==> config.mk <==
export PLATFORM = sky130hd
export DESIGN_NAME = pfc_convert
export DESIGN_NICKNAME = d
export VERILOG_FILES = /design/src/hdl/pixel_format_converter_unit_defines.svh /design/src/hdl/pfc_pkg.sv /design/src/hdl/pfc_convert.sv
export SDC_FILE = /design/constraint.sdc
export NUM_CORES = 1
export LEC_CHECK = 0
export CORE_AREA = 5 5 101 103
export DETAILED_ROUTE_END_ITERATION = 10
export DIE_AREA = 0 0 106 108
export DONT_BUFFER_PORTS = 1
export SLEW_MARGIN = 20
export SYNTH_ARGS = -nofsm -noshare
export SYNTH_HDL_FRONTEND = slang
export SYNTH_SLANG_ARGS = --single-unit
==> constraint.sdc <==
create_clock -name vclk -period 1.9
set_input_delay 0.095 -clock vclk [all_inputs]
set_output_delay 0.095 -clock vclk [all_outputs]
set_load 0.01 [all_outputs]
==> src/hdl/pixel_format_converter_unit_defines.svh <==
// assertion macros for the pixel format converter
`ifndef PIXEL_FORMAT_CONVERTER_UNIT_DEFINES_SVH
`define PIXEL_FORMAT_CONVERTER_UNIT_DEFINES_SVH

`ifndef NO_ASSERTIONS
// same-cycle implication, checked out of reset
`define PFC_ASSERT_SAME(label, ante, cons) \
  label: assert property (@(posedge clk_i) disable iff (!rst_ni) (ante) |-> (cons)) \
    else $error("pfc: same-cycle check failed");
// next-cycle implication, checked out of reset
`define PFC_ASSERT_NEXT(label, ante, cons) \
  label: assert property (@(posedge clk_i) disable iff (!rst_ni) (ante) |=> (cons)) \
    else $error("pfc: next-cycle check failed");
`else
`define PFC_ASSERT_SAME(label, ante, cons)
`define PFC_ASSERT_NEXT(label, ante, cons)
`endif

`endif

==> src/hdl/pfc_pkg.sv <==
// shared types, format codes and helpers for the pixel format converter
package pfc_pkg;

  // pixel format codes
  localparam logic [2:0] FMT_RGBA8  = 3'd0;
  localparam logic [2:0] FMT_RGB8   = 3'd1;
  localparam logic [2:0] FMT_RGBX8  = 3'd2;
  localparam logic [2:0] FMT_BGR8   = 3'd3;
  localparam logic [2:0] FMT_BGRX8  = 3'd4;
  localparam logic [2:0] FMT_BGRA8  = 3'd5;
  localparam logic [2:0] FMT_RGBAI  = 3'd6;
  localparam logic [2:0] FMT_UNUSED = 3'd7;

  // word opcodes
  localparam logic OP_CONVERT = 1'b0;
  localparam logic OP_LOAD    = 1'b1;

  // configuration register indexes
  localparam logic [1:0] REG_SRC_FMT  = 2'd0;
  localparam logic [1:0] REG_DST_FMT  = 2'd1;
  localparam logic [1:0] REG_PAL_MODE = 2'd2;

  localparam int unsigned CFG_IDX_W  = 2;
  localparam int unsigned CFG_DATA_W = 3;
  localparam int unsigned BYTES_W    = 5;

  // converted pixel
  typedef struct packed {
    logic [63:0] lo;
    logic [63:0] hi;
  } pix_t;

  // palette write request
  typedef struct packed {
    logic       en;
    logic [7:0] addr;
    pix_t       data;
  } pal_wr_t;

  // palette read request
  typedef struct packed {
    logic       en;
    logic [7:0] addr;
  } pal_rd_t;

  function automatic logic [BYTES_W-1:0] fmt_bytes(input logic [2:0] fmt);
    logic [BYTES_W-1:0] n;
    case (fmt)
      FMT_RGBA8, FMT_RGBX8, FMT_BGRX8, FMT_BGRA8: n = 5'd4;
      FMT_RGB8, FMT_BGR8:                         n = 5'd3;
      FMT_RGBAI:                                  n = 5'd16;
      default:                                    n = 5'd0;
    endcase
    return n;
  endfunction

endpackage

==> src/hdl/pfc_convert.sv <==
// swizzle and clamp of one pixel between packed formats
module pfc_convert
  import pfc_pkg::*;
(
  input  logic [2:0]         src_fmt_i,
  input  logic [2:0]         dst_fmt_i,
  input  logic [63:0]        pix_lo_i,
  input  logic [63:0]        pix_hi_i,
  output pix_t               pix_o,
  output logic [BYTES_W-1:0] bytes_o
);

  function automatic logic [7:0] clamp8(input logic [31:0] v);
    logic [7:0] c;
    if (v[31]) begin
      c = 8'h00;
    end else if (|v[30:8]) begin
      c = 8'hff;
    end else begin
      c = v[7:0];
    end
    return c;
  endfunction

  logic [31:0] r, g, b, a;
  logic [7:0]  cr, cg, cb, ca;

  // unpack source into components
  always_comb begin
    r = '0;
    g = '0;
    b = '0;
    a = '0;
    case (src_fmt_i)
      FMT_RGBA8: begin
        r = {24'd0, pix_lo_i[7:0]};
        g = {24'd0, pix_lo_i[15:8]};
        b = {24'd0, pix_lo_i[23:16]};
        a = {24'd0, pix_lo_i[31:24]};
      end
      FMT_RGB8, FMT_RGBX8: begin
        r = {24'd0, pix_lo_i[7:0]};
        g = {24'd0, pix_lo_i[15:8]};
        b = {24'd0, pix_lo_i[23:16]};
        a = 32'd255;
      end
      FMT_BGR8, FMT_BGRX8: begin
        b = {24'd0, pix_lo_i[7:0]};
        g = {24'd0, pix_lo_i[15:8]};
        r = {24'd0, pix_lo_i[23:16]};
        a = 32'd255;
      end
      FMT_BGRA8: begin
        b = {24'd0, pix_lo_i[7:0]};
        g = {24'd0, pix_lo_i[15:8]};
        r = {24'd0, pix_lo_i[23:16]};
        a = {24'd0, pix_lo_i[31:24]};
      end
      FMT_RGBAI: begin
        r = pix_lo_i[31:0];
        g = pix_lo_i[63:32];
        b = pix_hi_i[31:0];
        a = pix_hi_i[63:32];
      end
      default: begin
      end
    endcase
  end

  assign cr = clamp8(r);
  assign cg = clamp8(g);
  assign cb = clamp8(b);
  assign ca = clamp8(a);

  // pack into destination layout
  always_comb begin
    pix_o = '0;
    if (src_fmt_i == dst_fmt_i) begin
      case (dst_fmt_i)
        FMT_RGBAI: begin
          pix_o.lo = pix_lo_i;
          pix_o.hi = pix_hi_i;
        end
        FMT_RGB8, FMT_BGR8: pix_o.lo = {40'd0, pix_lo_i[23:0]};
        FMT_UNUSED:         pix_o.lo = '0;
        default:            pix_o.lo = {32'd0, pix_lo_i[31:0]};
      endcase
    end else begin
      case (dst_fmt_i)
        FMT_RGBA8:           pix_o.lo = {32'd0, ca, cb, cg, cr};
        FMT_RGB8, FMT_RGBX8: pix_o.lo = {40'd0, cb, cg, cr};
        FMT_BGR8, FMT_BGRX8: pix_o.lo = {40'd0, cr, cg, cb};
        FMT_BGRA8:           pix_o.lo = {32'd0, ca, cr, cg, cb};
        FMT_RGBAI: begin
          pix_o.lo = {g, r};
          pix_o.hi = {a, b};
        end
        default: begin
        end
      endcase
    end
  end

  assign bytes_o = fmt_bytes(dst_fmt_i);

endmodule

==> results.py <==
metrics = {
    "outcome": {
        "status": "finished clean",
    },
    "setup_path": {
        "crit_required_ns": 1.80,
        "crit_path_end_kind": "output port",
        "critPathMaxFanout": 48,
        "cp-start-kind": "input pin",
        "worst-endpoint-arrival_ns": 1.56,
        "critical_path_class": "in -> out",
    },
    "floorplan": {
        "fp-row-count": 35,
        "fp.coreArea_um2": 9109,
        "io_pins": 267,
        "die-area_um2": 11450,
        "die_h_um": 108,
        "dieWidth_um": 106,
        "start_util_pct": 31.06,
    },
    "sta": {
        "worst_slew_pin_slew_ns": 0.8586,
        "rsz0062_at_grt": "no",
        "min_period_over_period_pct": 87.18,
        "worst_slack_ns": 0.2435,
        "setup_violations": 0,
        "slew_viol_final": 0,
        "final.setup.tns_ns": 0,
        "period_minus_slack_ns": 1.656,
        "max_freq_mhz": 603.7,
        "max_slew_margin_pct": 42.76,
        "hold_ws_ns": 0.2828,
        "hold_viol": 0,
    },
    "synthesis": {
        "syn_area_per_cell_um2": 5.931,
        "syn_area_um2": 2829,
        "synth_top_area_share_pct": 15.92,
        "synth_top_area_cell": "and2_1",
        "ys_warn_count": 0,
        "ys_seq_area_share_pct": 0,
        "synthTopCellsByArea": "and2_1, a21oi_1, o21ai_0, nor2_1, nand2_1",
        "ys_types": 47,
        "synthCells": 477,
        "syn_nets": 611,
    },
    "routing": {
        "via_count": 3687,
        "drt_pass1_iterations": 5,
        "avgRoutedWirePerCell_um": 23.38,
        "ant_nets": 0,
        "routed_wl_um": 13330,
        "drt-vias-per-instance": 6.468,
        "drc_errors": 0,
        "drtIter0Drc": 327,
    },
    "global_route": {
        "grt_pass1_vias": 3469,
        "grt_overflow": 0,
        "track_usage_pct": 20.93,
        "grt_max_degree": 49,
        "grt_pass1_wl_um": 19630,
        "antenna_found_initial": 0,
    },
    "final_layout": {
        "final_util_pct": 32.27,
        "seqCellArea_um2": 0,
        "diodes": 0,
        "final_cell_mix": "and2_1, a21oi_1, nor2_1, nand2_1, o21ai_0",
        "fin_nets": 595,
        "drive_gt1_share_pct": 8.061,
        "finalInstanceArea_um2": 2939,
        "nClkBuffers": 0,
        "seq_cells": 0,
        "syn2layout_area_growth_pct": 3.892,
        "final_common_cell": "and2_1",
        "fin_cells": 570,
    },
    "power": {
        "p_leak_nw": 1.163,
        "finalPower_uw": 630.4,
        "vdd_drop_max_v": 0.0001076,
        "p_per_area_nw_per_um2": 214.5,
    },
    "min_path": {
        "hold_class": "in -> out",
    },
    "placed_design": {
        "gp_congestion": 0.9623,
        "dp_hpwl_um": 10710,
        "port_buffers": 0,
        "post_dp_cell_area_um2": 2939,
        "place_ws_ns": 0.2934,
        "dp.cells": 570,
    },
    "clock_tree": {
        "ctsHoldBuffers": 0,
        "ctsResizeCount": 0,
        "post_cts_buffers": 0,
    },
    "run": {
        "drv_cap": 0,
    },
}
==> layer usage <==
| metal | GRT usage, % | share of wire [%] | up-vias |
|---|---|---|---|
| met5 | 0 | 0 | - |
| li1 | - | - | 1707 |
| met4 | 5.458 | 2.4 | 0 |
| met3 | 4.358 | 10 | 21 |
| met1 | 26.61 | 39 | 1707 |
| met2 | 36.07 | 49 | 252 |
==> cell families after synthesis <==
group | Yosys count | share of synthesized area [%]
AND/OR/NAND/NOR | 224 | 42.28
AO/OA/AOI/OAI | 181 | 41.80
buffers and inverters | 50 | 8.182
multiplexers | 17 | 6.369
XOR/XNOR | 4 | 1.239
other | 1 | 0.1326
==> report_power, final <==
part / leakage [nW] / switching (mW) / total (mW) / internal (mW)
Sequential: 0 / 0 / 0 / 0
Combinational: 1.16 / 0.385 / 0.630 / 0.246
Clock: 0 / 0 / 0 / 0
Total: 1.16 / 0.385 / 0.630 / 0.246
==> Yosys cell counts, drive strengths merged (2+ instances only) <==
library cell and instances:
xnor2 3, o2bb2ai 5, clkbuf 20, a211oi 12
o31ai 8, and3 2, nor3 4, mux2 8
nor2 41, inv 10, nor2b 2, nand2 38
nand4 2, o21ai 38, and2 72, nand3b 2
a22oi 8, a21oi 60, a22o 8, nand3 19
mux2i 9, nand2b 16, o2111ai 9, buf 20
a21boi 11, and3b 2, and4 2, a21o 17
nor4 20
==> worst paths after layout <==
path / startpoint / end / slack [ns] / depth (start not counted)
max: src_fmt_i[2] / pix_o[78] / 0.24 / 6
min: dst_fmt_i[1] / bytes_o[2] / 0.28 / 1
==> critical path, stage by stage <==
cell and delay (ns):
xnor2_1 0.21, nand3_2 0.26, a21oi_4 0.22, buf_4 0.31
a21o_1 0.22, o2bb2ai_1 0.21
==> area by class of cell <==
class	count	area (um^2)
Inverter	10	37.54
Multi-Input combinational cell	427	2597
Timing Repair Buffer	22	165.2
Fill cell	1003	6170
Tap cell	111	138.9
No activity file was read; power rests on OpenSTA's default activity.
